[src/hdl/qwt_pkg.sv]
package qwt_pkg;

  localparam int unsigned MODE_W = 7;
  localparam int unsigned RES_MAX = 3;
  localparam int unsigned SEP_REGS = 4;

  localparam int unsigned MODE_UNQUOTE = 0;
  localparam int unsigned MODE_KEEP_QUOTE = 1;
  localparam int unsigned MODE_RELAX = 2;
  localparam int unsigned MODE_UNESC_RELAX = 3;
  localparam int unsigned MODE_UNESC_SEP = 4;
  localparam int unsigned MODE_RETAIN_ESC = 5;
  localparam int unsigned MODE_NO_COALESCE = 6;

  localparam logic [2:0] KIND_BYTE = 3'd0;
  localparam logic [2:0] KIND_WORD_END = 3'd1;
  localparam logic [2:0] KIND_TEXT_END = 3'd2;
  localparam logic [2:0] KIND_BAD_ESCAPE = 3'd3;
  localparam logic [2:0] KIND_UNBALANCED = 3'd4;

  localparam logic [1:0] QUOTE_NONE = 2'd0;
  localparam logic [1:0] QUOTE_SINGLE = 2'd1;
  localparam logic [1:0] QUOTE_DOUBLE = 2'd2;

  localparam logic [2:0] CFG_MODE = 3'd0;

  localparam logic [7:0] CHAR_NUL = 8'h00;
  localparam logic [7:0] CHAR_BACKSLASH = 8'h5c;
  localparam logic [7:0] CHAR_SQUOTE = 8'h27;
  localparam logic [7:0] CHAR_DQUOTE = 8'h22;

  localparam logic [7:0] SEP_RESET [SEP_REGS] = '{8'd32, 8'd9, 8'd10, 8'd13};

  typedef struct packed {
    logic [1:0] quote;
    logic       esc;
    logic       open;
    logic       started;
    logic       err;
  } state_t;

  typedef struct packed {
    logic [2:0] kind;
    logic [7:0] data;
  } res_t;

endpackage

[src/hdl/qwt_step.sv]
module qwt_step (
  input  qwt_pkg::state_t                       state_i,
  input  logic [qwt_pkg::MODE_W-1:0]            mode_i,
  input  logic [7:0]                            byte_i,
  input  logic                                  is_sep_i,
  output qwt_pkg::state_t                       state_o,
  output qwt_pkg::res_t [qwt_pkg::RES_MAX-1:0]  res_o,
  output logic [1:0]                            count_o
);
  import qwt_pkg::*;

  state_t                 ns;
  res_t [RES_MAX-1:0]     res;
  logic [1:0]             n;
  state_t                 fresh;
  logic                   relax;
  logic                   unrelax;
  logic                   is_nul;
  logic                   is_bs;
  logic [7:0]             qc;

  always_comb begin
    relax = mode_i[MODE_RELAX];
    unrelax = mode_i[MODE_UNESC_RELAX];
    is_nul = (byte_i == CHAR_NUL);
    is_bs = (byte_i == CHAR_BACKSLASH) && !mode_i[MODE_RETAIN_ESC];
    qc = (state_i.quote == QUOTE_SINGLE) ? CHAR_SQUOTE : CHAR_DQUOTE;

    fresh = '0;
    fresh.open = mode_i[MODE_NO_COALESCE];

    ns = state_i;
    res = '0;
    n = 2'd0;

    if (state_i.err) begin
      if (is_nul) begin
        res[n] = '{kind: KIND_TEXT_END, data: 8'h00};
        n = n + 2'd1;
        ns = fresh;
      end
    end else if (!state_i.started && is_nul) begin
      if (state_i.open) begin
        res[n] = '{kind: KIND_WORD_END, data: 8'h00};
        n = n + 2'd1;
      end
      res[n] = '{kind: KIND_TEXT_END, data: 8'h00};
      n = n + 2'd1;
      ns = fresh;
    end else if (!state_i.started && is_sep_i) begin
      if (mode_i[MODE_NO_COALESCE]) begin
        res[n] = '{kind: KIND_WORD_END, data: 8'h00};
        n = n + 2'd1;
        ns.open = 1'b1;
      end
    end else begin
      ns.started = 1'b1;
      if (state_i.esc) begin
        if (is_nul) begin
          if (unrelax && (state_i.quote == QUOTE_NONE || relax)) begin
            res[n] = '{kind: KIND_BYTE, data: CHAR_BACKSLASH};
            n = n + 2'd1;
            res[n] = '{kind: KIND_WORD_END, data: 8'h00};
            n = n + 2'd1;
          end else if (relax) begin
            res[n] = '{kind: KIND_WORD_END, data: 8'h00};
            n = n + 2'd1;
          end else begin
            res[n] = '{kind: (state_i.quote != QUOTE_NONE) ? KIND_UNBALANCED : KIND_BAD_ESCAPE,
                       data: 8'h00};
            n = n + 2'd1;
          end
          res[n] = '{kind: KIND_TEXT_END, data: 8'h00};
          n = n + 2'd1;
          ns = fresh;
        end else begin
          ns.esc = 1'b0;
          if (mode_i[MODE_UNESC_SEP]) begin
            if (is_sep_i || byte_i == CHAR_BACKSLASH) begin
              res[n] = '{kind: KIND_BYTE, data: byte_i};
              n = n + 2'd1;
            end else if (unrelax) begin
              res[n] = '{kind: KIND_BYTE, data: CHAR_BACKSLASH};
              n = n + 2'd1;
              res[n] = '{kind: KIND_BYTE, data: byte_i};
              n = n + 2'd1;
            end else begin
              res[n] = '{kind: KIND_BAD_ESCAPE, data: 8'h00};
              n = n + 2'd1;
              ns = '0;
              ns.err = 1'b1;
            end
          end else begin
            res[n] = '{kind: KIND_BYTE, data: byte_i};
            n = n + 2'd1;
          end
        end
      end else if (state_i.quote != QUOTE_NONE) begin
        if (is_nul) begin
          res[n] = '{kind: relax ? KIND_WORD_END : KIND_UNBALANCED, data: 8'h00};
          n = n + 2'd1;
          res[n] = '{kind: KIND_TEXT_END, data: 8'h00};
          n = n + 2'd1;
          ns = fresh;
        end else if (byte_i == qc) begin
          ns.quote = QUOTE_NONE;
          if (!mode_i[MODE_UNQUOTE]) begin
            res[n] = '{kind: KIND_BYTE, data: byte_i};
            n = n + 2'd1;
          end
        end else if (is_bs) begin
          ns.esc = 1'b1;
        end else begin
          res[n] = '{kind: KIND_BYTE, data: byte_i};
          n = n + 2'd1;
        end
      end else begin
        if (is_nul) begin
          res[n] = '{kind: KIND_WORD_END, data: 8'h00};
          n = n + 2'd1;
          res[n] = '{kind: KIND_TEXT_END, data: 8'h00};
          n = n + 2'd1;
          ns = fresh;
        end else if ((byte_i == CHAR_SQUOTE || byte_i == CHAR_DQUOTE) &&
                     (mode_i[MODE_KEEP_QUOTE] || mode_i[MODE_UNQUOTE])) begin
          ns.quote = (byte_i == CHAR_SQUOTE) ? QUOTE_SINGLE : QUOTE_DOUBLE;
          if (!mode_i[MODE_UNQUOTE]) begin
            res[n] = '{kind: KIND_BYTE, data: byte_i};
            n = n + 2'd1;
          end
        end else if (is_bs) begin
          ns.esc = 1'b1;
        end else if (is_sep_i) begin
          res[n] = '{kind: KIND_WORD_END, data: 8'h00};
          n = n + 2'd1;
          ns.started = 1'b0;
          ns.open = mode_i[MODE_NO_COALESCE];
        end else begin
          res[n] = '{kind: KIND_BYTE, data: byte_i};
          n = n + 2'd1;
        end
      end
    end
  end

  assign state_o = ns;
  assign res_o = res;
  assign count_o = n;

endmodule

[src/hdl/quoted_word_tokenizer.sv]
// An accepted byte is registered in the input register and its results in the result buffer.
// One item per cycle while each item gives at most one result and the output is not stalled;
// an item that gives k results holds the result buffer, and so the input, until all k are taken.
// Reset clears the quote, escape, word and error state, sets the mode to zero and
// loads the default separators (space, tab, line feed, carriage return).
module quoted_word_tokenizer #(
  parameter int unsigned SEPARATOR_COUNT = 4
) (
  input  logic       clk_i,
  input  logic       rst_ni,
  input  logic       in_valid_i,
  output logic       in_stall_o,
  input  logic [7:0] text_byte_i,
  output logic       out_valid_o,
  input  logic       out_stall_i,
  output logic [2:0] kind_o,
  output logic [7:0] word_byte_o,
  output logic       last_o,
  input  logic       cfg_valid_i,
  output logic       cfg_ready_o,
  input  logic [2:0] cfg_index_i,
  input  logic [7:0] cfg_data_i
);
  import qwt_pkg::*;

  localparam int unsigned SepStored = (SEPARATOR_COUNT < SEP_REGS) ? SEPARATOR_COUNT : SEP_REGS;

  logic [MODE_W-1:0]    mode_q;
  logic [7:0]           sep_q [SepStored];
  state_t               state_q;
  state_t               state_d;
  logic [7:0]           byte_q;
  logic                 byte_vq;
  res_t [RES_MAX-1:0]   res_q;
  res_t [RES_MAX-1:0]   res_d;
  logic [1:0]           count_d;
  logic [1:0]           rem_q;
  logic [1:0]           idx_q;
  logic                 is_sep;
  logic                 pop;
  logic                 load;
  logic                 cfg_we;

  assign cfg_ready_o = 1'b1;
  assign cfg_we = cfg_valid_i && cfg_ready_o;

  always_comb begin
    is_sep = 1'b0;
    for (int j = 0; j < SepStored; j++) begin
      if (sep_q[j] != CHAR_NUL && sep_q[j] == byte_q) begin
        is_sep = 1'b1;
      end
    end
  end

  qwt_step u_step (
    .state_i  (state_q),
    .mode_i   (mode_q),
    .byte_i   (byte_q),
    .is_sep_i (is_sep),
    .state_o  (state_d),
    .res_o    (res_d),
    .count_o  (count_d)
  );

  assign out_valid_o = (rem_q != 2'd0);
  assign kind_o = res_q[idx_q].kind;
  assign word_byte_o = res_q[idx_q].data;
  assign last_o = (rem_q == 2'd1);

  assign pop = out_valid_o && !out_stall_i;
  assign load = byte_vq && (rem_q == 2'd0 || (rem_q == 2'd1 && pop));
  assign in_stall_o = byte_vq && !load;

  always_ff @(posedge clk_i or negedge rst_ni) begin
    if (!rst_ni) begin
      mode_q <= '0;
      for (int j = 0; j < SepStored; j++) begin
        sep_q[j] <= SEP_RESET[j];
      end
    end else if (cfg_we) begin
      if (cfg_index_i == CFG_MODE) begin
        mode_q <= cfg_data_i[MODE_W-1:0];
      end
      for (int j = 0; j < SepStored; j++) begin
        if (cfg_index_i == 3'(j + 1)) begin
          sep_q[j] <= cfg_data_i;
        end
      end
    end
  end

  always_ff @(posedge clk_i or negedge rst_ni) begin
    if (!rst_ni) begin
      state_q <= '0;
    end else if (load) begin
      state_q <= state_d;
    end else if (cfg_we && cfg_index_i == CFG_MODE && !state_q.started) begin
      state_q.open <= cfg_data_i[MODE_NO_COALESCE];
    end
  end

  always_ff @(posedge clk_i or negedge rst_ni) begin
    if (!rst_ni) begin
      byte_vq <= 1'b0;
      rem_q <= 2'd0;
      idx_q <= 2'd0;
    end else begin
      if (in_valid_i && !in_stall_o) begin
        byte_vq <= 1'b1;
      end else if (load) begin
        byte_vq <= 1'b0;
      end
      if (load) begin
        rem_q <= count_d;
        idx_q <= 2'd0;
      end else if (pop) begin
        rem_q <= rem_q - 2'd1;
        idx_q <= idx_q + 2'd1;
      end
    end
  end

  always_ff @(posedge clk_i) begin
    if (in_valid_i && !in_stall_o) begin
      byte_q <= text_byte_i;
    end
    if (load) begin
      res_q <= res_d;
    end
  end

`ifndef SYNTH
  a_text_end_last: assert property (@(posedge clk_i) disable iff (!rst_ni)
    out_valid_o && kind_o == KIND_TEXT_END |-> last_o)
    else $error("text end is not the final result of its item");

  a_stall_only_full: assert property (@(posedge clk_i) disable iff (!rst_ni)
    in_stall_o |-> byte_vq)
    else $error("input stalled with an empty input register");

  a_err_clean: assert property (@(posedge clk_i) disable iff (!rst_ni)
    state_q.err |-> (state_q.quote == QUOTE_NONE && !state_q.esc && !state_q.started))
    else $error("error latched with word state still open");

  a_load_drains: assert property (@(posedge clk_i) disable iff (!rst_ni)
    load && count_d == 2'd0 |=> !out_valid_o)
    else $error("result shown for an item that gives none");
`endif

endmodule
[config.mk]
export PLATFORM = sky130hd
export DESIGN_NAME = quoted_word_tokenizer
export DESIGN_NICKNAME = d
export VERILOG_FILES = /design/src/hdl/qwt_pkg.sv /design/src/hdl/qwt_step.sv /design/src/hdl/quoted_word_tokenizer.sv
export SDC_FILE = /design/constraint.sdc
export NUM_CORES = 1
export LEC_CHECK = 0
export BUFFER_PORTS_ARGS = -buffer_cell sky130_fd_sc_hd__buf_2
export CORE_UTILIZATION = 55
export CTS_BUF_LIST = sky130_fd_sc_hd__clkbuf_8 sky130_fd_sc_hd__clkbuf_16
export CTS_CLUSTER_SIZE = 8
export DETAILED_ROUTE_END_ITERATION = 8
export PLACE_DENSITY = 0.77
export SYNTH_ARGS = -nofsm -noshare
export SYNTH_HDL_FRONTEND = slang
export SYNTH_HIERARCHICAL = 1
export SYNTH_SLANG_ARGS = --single-unit
[constraint.sdc]
create_clock -name clk_i -period 2.75 [get_ports clk_i]
set_clock_uncertainty 0.05 [all_clocks]
set_input_delay 0.6875 -clock clk_i [delete_from_list [all_inputs] [get_ports clk_i]]
set_output_delay 0.6875 -clock clk_i [all_outputs]
set_load 0.1 [all_outputs]
# --- Yosys cells after proc, flatten, opt, wreduce, memory -nomap -nowiden ---
# Index checks and enable logic that the tools add are counted.
op_classes:
  mux: 112
  bitwise: 6
  n_reduce_logical: 50
  eq_ne: 29
  n_addsub: 4
  magnitude_cmp: 5
ops:
  columns: ["cell", "n"]
  rows:
  - ["two-way mux 11 bit", 29]
  - ["two-way mux 22 bit", 3]
  - ["two-way mux 2 bit", 31]
  - ["inverter 30 bit", 2]
  - ["two-way mux 6 bit", 9]
  - ["demux 11 bit (select 2 bit)", 2]
  - ["equality test 8 bit", 5]
  - ["two-way mux 8 bit", 5]
  - ["two-way mux 9 bit", 4]
  - ["two-way mux 33 bit", 1]
  - ["nonzero test 8 bit", 4]
  - ["bitwise AND 10 x 30 -> 30 bit", 1]
  - ["bitwise AND 20 x 30 -> 30 bit", 1]
  - ["!= test 6 x 3 -> 1 bit (second input constant)", 5]
  - ["binary-select mux 11 bit (select 2 bit)", 1]
  - ["two-way mux 3 bit", 7]
  - ["two-way mux 10 bit", 2]
  - ["logical AND 1 bit", 18]
  - ["two-way mux 1 bit", 17]
  - ["equality test 8 x 6 -> 1 bit (second input constant)", 2]
  - ["!= test 4 x 2 -> 1 bit (second input constant)", 3]
  - ["AND reduction 10 bit", 1]
  - ["AND reduction 2 bit", 5]
  - ["nonzero test 2 bit", 5]
  - ["other kinds (26)", 43]
word_totals:
  out_inout_bits: 15
  word_cells: 226
  regBits: 91

# --- Logic depth before layout (Yosys ltp) ---
# Gate-level depths: netlist of the first run.
logic_depth:
  depth_word: 21
  depth_mapped: 12
  depth_no_buf: 11

# --- Cells and area by module ---
# Netlist of the first run, hierarchy kept.
modules_own_cells:
  columns: ["mod", "cells_per_inst", "instances", "area_each_um2"]
  rows:
  - ["quoted_word_tokenizer", 269, 1, 3915.0]
  - ["qwt_step", 176, 1, 1123.6]

# --- Worst setup path after synthesis of the first run ---
# Ideal clock, no wire load.
synth_path:
  path_type: "flip-flop to output port"
  startpoint: "reg idx_q[1]"
  endpoint: "out kind_o[0]"
  path_stages_with_launch: 4
  t_required_ns: 2.013
  arrival_time_ns: 2.871
  path_slack_ns: -0.858
  path_cell_list: "dfrtp_1 > buf_2 > mux2i_1 > o21ai_0"
synth_between:
  elab_chain_len: 2
synth_rtl:
  columns: ["item", "line", "text"]
  rows:
  - ["start: declaration", "quoted_word_tokenizer.sv:38", "logic [1:0] idx_q;"]
  - ["start signal: assignment", "quoted_word_tokenizer.sv:119", "idx_q <= idx_q + 2'd1;"]
  - ["binary-select mux 11 bit (select 2 bit)", "quoted_word_tokenizer.sv:67", "assign kind_o = res_q[idx_q].kind;"]
  - ["two-way mux 11 bit", null, null]
  - ["end: declaration", "quoted_word_tokenizer.sv:16", "output logic [2:0] kind_o,"]
# No other way between the ends. The select of a mux whose other input is x is not followed.

==> impl_metrics.csv, run 1 <==
group,metric,value,unit
status,status,"complete, but fails checks",
status,violations,"DRC",
yosys,synth_warnings,6,
yosys,avgSynthCellArea,11.3,µm²
global_routing,gr-usage-all-layers,24.9,%
yosys,synthArstFlopShare,54.9,%
clocking,max-clock-path-buffers,2,
timing,slew_viol_final,0,
yosys,synth_cells,445,
timing,finalSetupViolations,0,
timing,hold_viol,0,
placement,placed_area,0.00563,mm²
placement,dp_hpwl,8240,µm
timing,finalCritPeriodShare,98.7,%
clocking,cts_tree,"built",
final_layout,nets,539,
clocking,cts.sinks,91,
power_and_ir_drop,leakage,0.00245,µW
yosys,synth-seq-cells,91,
final_layout,final_cell_area,0.00604,mm²
floorplan,die_h,97.7,µm
routing,num_vias,3786,
clocking,htreeDepth,3,
routing,wirelength,11400,µm
placement,routabilityCongestion,0.912,
job,max-cap-violations,0,
routing,drc,6,
global_routing,grt_pass1_vias,3615,
routing,first_pass_iters,6,
yosys,ys.flop_type,"dfrtp_1",
power_and_ir_drop,powerDensity,1080,mW/mm²
floorplan,die_area,0.00955,mm²
global_routing,grt_overflow,0,
worst_hold_path,min_path_type,"primary input to async pin",
global_routing,grt_pass1_wl,18600,µm
global_routing,antenna_found_initial,0,
timing,relSlewSlack,53.4,%
floorplan,core-area,0.00881,mm²
global_routing,grt_max_degree,35,
timing,worstMarginPinSlew,0.695,ns
floorplan,rows,34,
timing,rsz0062_at_grt,"true",
routing,wl_per_cell,18.2,µm
worst_setup_path,arrival,2.81,ns
final_layout,antenna_cells,0,
worst_setup_path,cp_data_required_time,2.85,ns
final_layout,syn_to_final_growth,19.9,%
clocking,clockRootBuffer,"clkbuf_8",
routing,via_per_inst,6.05,
worst_setup_path,cp-end-kind,"register",
floorplan,top_level_ports,39,
clocking,clk_latency,0.37,ns
timing,hold_ws,0.213,ns
floorplan,initial_utilization,57.2,%
timing,fmax,368,MHz
yosys,yosysSeqAreaShare,49.5,%
final_layout,fillCellCount,626,
final_layout,drive_gt1_share,36.5,%
yosys,syn_area,0.00504,mm²
yosys,synth_edf_count,41,
timing,period_minus_slack,2.71,ns
power_and_ir_drop,irDropWorstVdd,714,µV
clocking,cts_made_buffers,9,
worst_setup_path,criticalPathCategory,"register to register",
worst_setup_path,startpoint_type,"register",
routing,ant_nets,0,
clocking,clkSlewWorstSetupHoldPaths,0.10,ns
floorplan,dieWidth,97.7,µm
placement,io_buffers,37,
worst_setup_path,crit_fanout,6,
routing,drtIter0Drc,229,
yosys,ys_types,70,
routing by layer:
metal	vias to the layer above	wire length, µm	track usage (%)
met3	28	548	3.96
met4	0	335	10.4
li1	1764	-	-
met5	-	0	0
met1	1866	5100	34.2
met2	128	5410	39.6
cell type report:
type | instances | area, µm² | area share [%]
multi-input combinational | 321 | 2510 | 41.6
sequential | 91 | 2490 | 41.3
timing repair buffer | 75 | 643 | 10.6
clock buffer | 10 | 149 | 2.47
tap | 108 | 135 | 2.24
inverter | 15 | 56.3 | 0.932
clock inverter | 6 | 51.3 | 0.849
worst max-delay path: stages, from the launching register on:
cell,delay [ns]
edfxtp_1,0.56
xor2_1,0.25
nor4_1,0.08
nand4_1,0.09
nand4_1,0.27
buf_4,0.27
buf_4,0.12
nor2_1,0.11
a22o_1,0.17
nand2_1,0.16
o41ai_1,0.35
repair_timing:
action                                  4_1_cts  5_1_grt
cloned                                        0        0
setup buffers                                 3        8
hold buffers                                  0        0
gates resized for setup                       1       22
endpoints found under the setup margin        6       22
pin swaps                                     2       11
logic make-up (layout without fill, tap and decap cells):
logic type / after synthesis / in the layout / synth area share, %
and+or+nand+nor: 138 / 138 / 16.3
DFF: 91 / 91 / 49.5
AOI/OAI and AO/OA: 75 / 75 / 10.2
muxes: 60 / 60 / 13.0
buffers and inverters: 43 / 106 / 4.47
xor gates and xnor gates: 34 / 34 / 5.91
adders and majority gates: 2 / 2 / 0.497
other: 2 / 12 / 0.149
flip-flops by register name, summed over array words and instances, names as in the netlist:
| register | flops |
|---|---|
| idx_q | 2 |
| rem_q | 2 |
| byte_q | 8 |
| res_q | 33 |
| state_q | 6 |
| sep_q | 32 |
| mode_q | 7 |
| byte_vq | 1 |
synth_stat cells (8+ instances only):
cell type / number / area, µm²
inv_1: 14 / 52.6
buf_4: 13 / 97.6
a21oi_1: 10 / 50.1
nand4_1: 9 / 56.3
nand3_1: 8 / 40.0
o21ai_0: 22 / 110
mux2_2: 45 / 507
edfxtp_1: 41 / 1230
xnor2_1: 10 / 87.6
and2_1: 11 / 68.8
nor4_1: 13 / 81.3
mux2i_1: 15 / 150
nor3_1: 12 / 60.1
dfrtp_1: 42 / 1050
nand2_1: 30 / 113
nor2_1: 18 / 67.6
xor2_1: 24 / 210
clkbuf_1: 8 / 30.0
dfstp_2: 8 / 210
worst paths after layout:
kind                       cells after the start  slack [ns]        end      startpoint
min reg2reg                                    1        0.48  mode_q[1]       mode_q[1]
max in group asynchronous                      2        1.76  sep_q[16]          rst_ni
min in group clk_i                             1        0.43  byte_q[5]  text_byte_i[5]
max reg2reg                                   10        0.04   res_q[7]       byte_q[2]
min                                            1        0.21  mode_q[6]          rst_ni
max                                           10        0.04   res_q[7]       byte_q[2]
through the flow:
step	TNS, ns	std cells	total power (µW)	util [%]	worst slack [ns]
CTS	0	618	6430	66.5	0.00651
global route	-0.0413	626	6820	68.6	-0.0250
floorplan	-0.105	455	4460	-	-0.105
finish	0	626	6520	68.6	0.0353
global placement	0	599	5440	64.0	0.0457
detailed placement	-0.00726	599	5510	64.0	-0.00726
report_power, final:
part,switching [µW],internal (µW),total (µW)
clock,517,402,919
sequential,314,1920,2230
combinational,2140,1230,3370
total,2970,3550,6520
cells in the final DEF (no fill, tap or decap), drive strengths merged, types with 9 or more instances in the layout:
cell,n
inv,19
nor3,14
nor2,20
mux2,45
xor2,24
a21oi,10
buf,75
xnor2,10
dfrtp,42
nand4,9
nor4,16
mux2i,15
edfxtp,41
and2,11
o21ai,26
nand2,30
clkbuf,10
conb,12
Power figures use the tool's default switching activity.
==> inputs of run 2 (changes only) <==
Settings changed: ABC_CLOCK_PERIOD_IN_PS set to 2750, CORE_UTILIZATION 55 to 50, PLACE_DENSITY 0.77 to 0.71, SKIP_CTS_REPAIR_TIMING set to 1.
==> run 2 against run 1 <==
The flow now finishes without violations. Worst setup slack got worse by 0.017 ns. Total power increased by 1.5%. Wire length increased by 4.7%. Die area increased by 9.8%. Critical endpoint is now res_q[4].
==> impl_metrics.csv, run 2 (synthesis results as in run 1) <==
group,metric,value,unit
routing,wirelength,11900,µm
clocking,max-clock-path-buffers,2,
floorplan,die_area,0.0105,mm²
power_and_ir_drop,leakage,0.00251,µW
clocking,cts_made_buffers,9,
status,status,"completed",
clocking,cts.sinks,91,
clocking,clk_latency,0.37,ns
timing,rsz0062_at_grt,"true",
final_layout,final_cell_mix,"46 x buf_4, 45 x mux2_2, 42 x dfrtp_1",
worst_setup_path,timing.rr.start,"byte_q[7]",
placement,io_buffers,37,
clocking,clockRootBuffer,"clkbuf_8",
timing,hold_ws,0.319,ns
routing,num_vias,3731,
routing,wl_per_cell,18.0,µm
final_layout,syn_to_final_growth,21.8,%
placement,place_ws,-0.0112,ns
floorplan,core-area,0.00977,mm²
worst_setup_path,rrSetupSlack,0.02,ns
global_routing,grt_overflow,0,
timing,finalSetupViolations,0,
floorplan,rows,36,
worst_setup_path,crit_fanout,6,
global_routing,grt_pass1_vias,3613,
routing,drtIter0Drc,187,
timing,relSlewSlack,51.1,%
timing,finalCritPeriodShare,99.3,%
worst_setup_path,criticalPathCategory,"register to register",
global_routing,grt_max_degree,35,
floorplan,top_level_ports,39,
floorplan,dieWidth,102,µm
final_layout,top_register,"res_q",
clocking,htreeDepth,3,
placement,routabilityCongestion,0.984,
power_and_ir_drop,irDropWorstVdd,812,µV
final_layout,largest_reg_flops,33,
final_layout,drive_gt1_share,36.6,%
routing,first_pass_iters,4,
global_routing,grt_pass1_wl,18800,µm
timing,worstMarginPinSlew,0.733,ns
final_layout,final_util,62.8,%
worst_setup_path,cp-end-kind,"register",
power_and_ir_drop,powerDensity,1080,mW/mm²
placement,dp_hpwl,8680,µm
worst_setup_path,r2r-end,"res_q[4]",
final_layout,final_cell_area,0.00614,mm²
power_and_ir_drop,p_total,6620,µW
global_routing,antenna_found_initial,0,
timing,period_minus_slack,2.73,ns
clocking,cts_tree,"built",
worst_setup_path,reg2reg_depth,11,
routing,ant_nets,0,
timing,slew_viol_final,0,
routing,drc,0,
worst_setup_path,arrival,2.80,ns
final_layout,final_common_cell,"buf_4",
timing,hold_viol,0,
routing,via_per_inst,5.64,
worst_setup_path,startpoint_type,"register",
final_layout,nets,549,
final_layout,reg_top3,"res_q x33, sep_q x32, byte_q x8",
global_routing,gr-usage-all-layers,24.4,%
floorplan,die_h,102,µm
worst_setup_path,cp_data_required_time,2.82,ns
floorplan,initial_utilization,51.5,%
clocking,clkSlewWorstSetupHoldPaths,0.09,ns
worst_hold_path,min_path_type,"primary input to async pin",
timing,finalWorstSetupSlack,0.0188,ns
final_layout,antenna_cells,0,
placement,placed_area,0.00572,mm²
timing,fmax,366,MHz
job,max-cap-violations,0,
[run 2: per-stage QoR]
stage	instances	TNS, ns
final	661	0
after global routing	661	-1.61
after CTS	647	-0.0373
after detailed placement	631	-0.0112
after global placement	631	-0.0232
after floorplan	455	-0.105
[run 2: cell type report]
cell class	instances	area (µm²)
Fill cell	798	3640
Clock inverter	6	81.3
Clock buffer	10	138
Timing Repair Buffer	84	707
Inverter	15	56.3
Multi-Input combinational cell	322	2500
Sequential cell	91	2490
Tap cell	133	166
[run 2: power by group]
group          total (µW)  internal (µW)  switching [µW]
clock network         994            530             464
registers            2210           1920             298
logic                3410           1250            2160
total                6620           3700            2920
[run 2: per-layer routing]
metal / wire [µm] / vias to the layer above / track usage, %
met5: 0 / - / 0
met4: 195 / 0 / 9.01
met3: 374 / 17 / 3.83
met2: 6020 / 75 / 41.2
met1: 5340 / 1857 / 31.7
li1: - / 1782 / -
[run 2: worst max-delay path: stages (launching register included)]
cell and delay [ns]:
edfxtp_1 0.53, buf_4 0.20, xor2_1 0.16, a211oi_1 0.21, nand4_1 0.13, nand4_1 0.24
nand2b_1 0.18, buf_6 0.17, o311ai_4 0.11, nor2_2 0.06, a32oi_2 0.30, o21ai_1 0.13
[run 2: worst max path at each step]
stage,from,to,slack [ns],cells after the start
after CTS,byte_q[7],res_q[4],-0.02,10
after global routing,byte_q[7],rem_q[0],-0.14,12
after detailed placement,byte_q[2],res_q[4],-0.01,6
after global placement,byte_q[3],state_q[5],-0.02,10
after floorplan,idx_q[1],kind_o[0],-0.10,3
final,byte_q[7],res_q[4],0.02,11
==> inputs of run 3 (changes only) <==
Settings changed: CAP_MARGIN set to 20, PLACE_DENSITY 0.71 to 0.72, SYNTH_HIERARCHICAL 1 to unset.
==> run 3 against run 2 <==
Non-clock buffer count is 21 lower. Critical path type unchanged. Sequential power shrank 14%. Critical path depth fell by 3. Clock power shrank 14%. Hold slack got worse by 0.053 ns. Highest routed layer unchanged. Cell area is 21% lower. Utilization decreased by 3.4 points. Worst setup slack gained 0.12 ns. Area after synthesis is 16% lower. Largest cell class is now registers. Combinational power down 45%.
==> impl_metrics.csv, run 3 <==
group,metric,value,unit
status,status,"completed",
yosys,synth_area_leaders,"dfrtp_1 25%, edfxtp_1 20%, mux2_2 9.5%",
worst_setup_path,startpoint_type,"register",
power_and_ir_drop,leakage,0.00198,µW
clocking,clkSlewWorstSetupHoldPaths,0.08,ns
clocking,cts_tree,"built",
final_layout,drive_gt1_share,31.9,%
clocking,cts.sinks,79,
yosys,synthArstFlopShare,63.3,%
routing,drc,0,
routing,num_vias,3209,
power_and_ir_drop,irDropWorstVdd,422,µV
timing,finalSetupViolations,0,
placement,place_ws,0.0643,ns
yosys,ys_types,60,
final_layout,syn_to_final_growth,14.8,%
clocking,clk_latency,0.36,ns
timing,period_minus_slack,2.61,ns
floorplan,initial_utilization,51.7,%
final_layout,largest_reg_flops,32,
timing,hold_viol,0,
timing,finalWorstSetupSlack,0.143,ns
final_layout,top_register,"sep_q",
routing,via_per_inst,5.90,
yosys,synth_top_area_share,24.7,%
global_routing,gr-usage-all-layers,24.0,%
routing,wirelength,9720,µm
global_routing,grt_pass1_wl,15900,µm
timing,finalCritPeriodShare,94.8,%
timing,slew_viol_final,0,
clocking,clockRootBuffer,"clkbuf_8",
power_and_ir_drop,powerDensity,955,mW/mm²
yosys,yosysSeqAreaShare,50.2,%
floorplan,die_h,94.2,µm
clocking,htreeDepth,3,
yosys,synth-seq-cells,79,
final_layout,reg_top3,"sep_q x32, res_q x21, byte_q x8",
yosys,synth_edf_count,29,
final_layout,final_cell_mix,"42 x dfrtp_1, 37 x buf_2, 36 x mux2_2",
timing,relSlewSlack,55.1,%
timing,hold_ws,0.266,ns
worst_setup_path,criticalPathCategory,"register to register",
routing,wl_per_cell,17.9,µm
clocking,max-clock-path-buffers,2,
yosys,syn_area,0.00425,mm²
worst_setup_path,cp_data_required_time,2.81,ns
floorplan,rows,33,
global_routing,grt_max_degree,25,
placement,io_buffers,37,
floorplan,core-area,0.00822,mm²
global_routing,antenna_found_initial,0,
worst_setup_path,cp-end-kind,"register",
yosys,synth_common_cells,"42 x dfrtp_1, 36 x mux2_2, 29 x edfxtp_1, 29 x xor2_1, 25 x nor2_1",
floorplan,top_level_ports,39,
routing,first_pass_iters,5,
yosys,synth_fp_nets,408,
job,max-cap-violations,0,
floorplan,dieWidth,94.2,µm
yosys,synth_warnings,0,
yosys,ys.flop_type,"dfrtp_1",
floorplan,die_area,0.00887,mm²
final_layout,antenna_cells,0,
worst_hold_path,min_path_type,"primary input to async pin",
global_routing,grt_overflow,0,
yosys,yosysTopAreaCell,"dfrtp_1",
timing,worstMarginPinSlew,0.669,ns
placement,dp_hpwl,7230,µm
yosys,yosys.cell_count.top_type,"dfrtp_1",
yosys,synth_cells,382,
placement,routabilityCongestion,0.990,
timing,rsz0062_at_grt,"false",
yosys,avgSynthCellArea,11.1,µm²
worst_setup_path,crit_fanout,11,
routing,ant_nets,0,
final_layout,final_common_cell,"dfrtp_1",
timing,fmax,384,MHz
routing,drtIter0Drc,336,
clocking,cts_made_buffers,9,
worst_setup_path,arrival,2.67,ns
global_routing,grt_pass1_vias,3131,
final_layout,nets,460,
## run 3: cell types whose count changed in the layout (fill, tap and decap cells not counted), moves of 11 or more
cell and delta:
buf_4 -20, nand2_1 -14, edfxtp_1 -12, buf_12 -11
buf_2 +11, conb_1 -11
## run 3: critical path, stage by stage (launching register included)
cell	delay, ns
edfxtp_1	0.39
buf_4	0.19
xor2_1	0.17
nor4_1	0.29
nand3_1	0.17
and4_1	0.37
and3_1	0.28
and3_1	0.27
and2_1	0.18
## run 3: path summary, 6_finish.rpt
kind	start	endpoint	slack, ns	cells past startpoint
worst max-delay path	byte_q[4]	res_q[16]	0.14	8
worst min-delay path	rst_ni	state_q[2]	0.27	1
worst max register to register	byte_q[4]	res_q[16]	0.14	8
worst min register to register	byte_vq	byte_vq	0.47	2
max in group asynchronous	rst_ni	sep_q[29]	1.72	2
min in group clk_i	text_byte_i[4]	byte_q[4]	0.46	1
## run 3: kinds of logic after synthesis
logic type	after synthesis	share of synthesized area, %
fa+ha+maj	2	0.589
xor+xnor	36	7.42
compound gates	52	8.18
mux	50	12.9
other cells	1	0.0882
simple gates	128	16.8
buf+inv	34	3.86
flops	79	50.2
## run 3: cell type report
type | instances | area (µm²)
fillers | 692 | 3340
flip-flops and latches | 79 | 2130
multi-input cells | 269 | 1990
repair buffers | 63 | 380
clock buffers | 11 | 174
well taps | 105 | 131
inverters | 12 | 45.0
clock inverters | 5 | 28.8
## run 3: layer usage
layer / global-route usage (%) / up-vias / routed length [µm]
li1: - / 1501 / -
met1: 32.7 / 1560 / 4370
met2: 37.4 / 128 / 4530
met3: 5.18 / 20 / 610
met4: 8.85 / 0 / 209
met5: 0 / - / 0
## run 3: power by group
| part | internal (µW) | total, µW | switching, µW |
|---|---|---|---|
| registers | 1590 | 1910 | 315 |
| logic | 539 | 1890 | 1350 |
| clock network | 434 | 857 | 423 |
## run 3: per-stage QoR
stage	utilization [%]	total power, µW	TNS [ns]	cell area [µm²]	instances
floorplan	-	3380	-0.228	4270	382
CTS	58.9	4650	0	4840	540
global placement	56.5	3760	0	4640	524
detailed placement	56.5	3800	0	4640	524
global route	59.4	4900	0	4880	544
finish	59.4	4660	0	4880	544
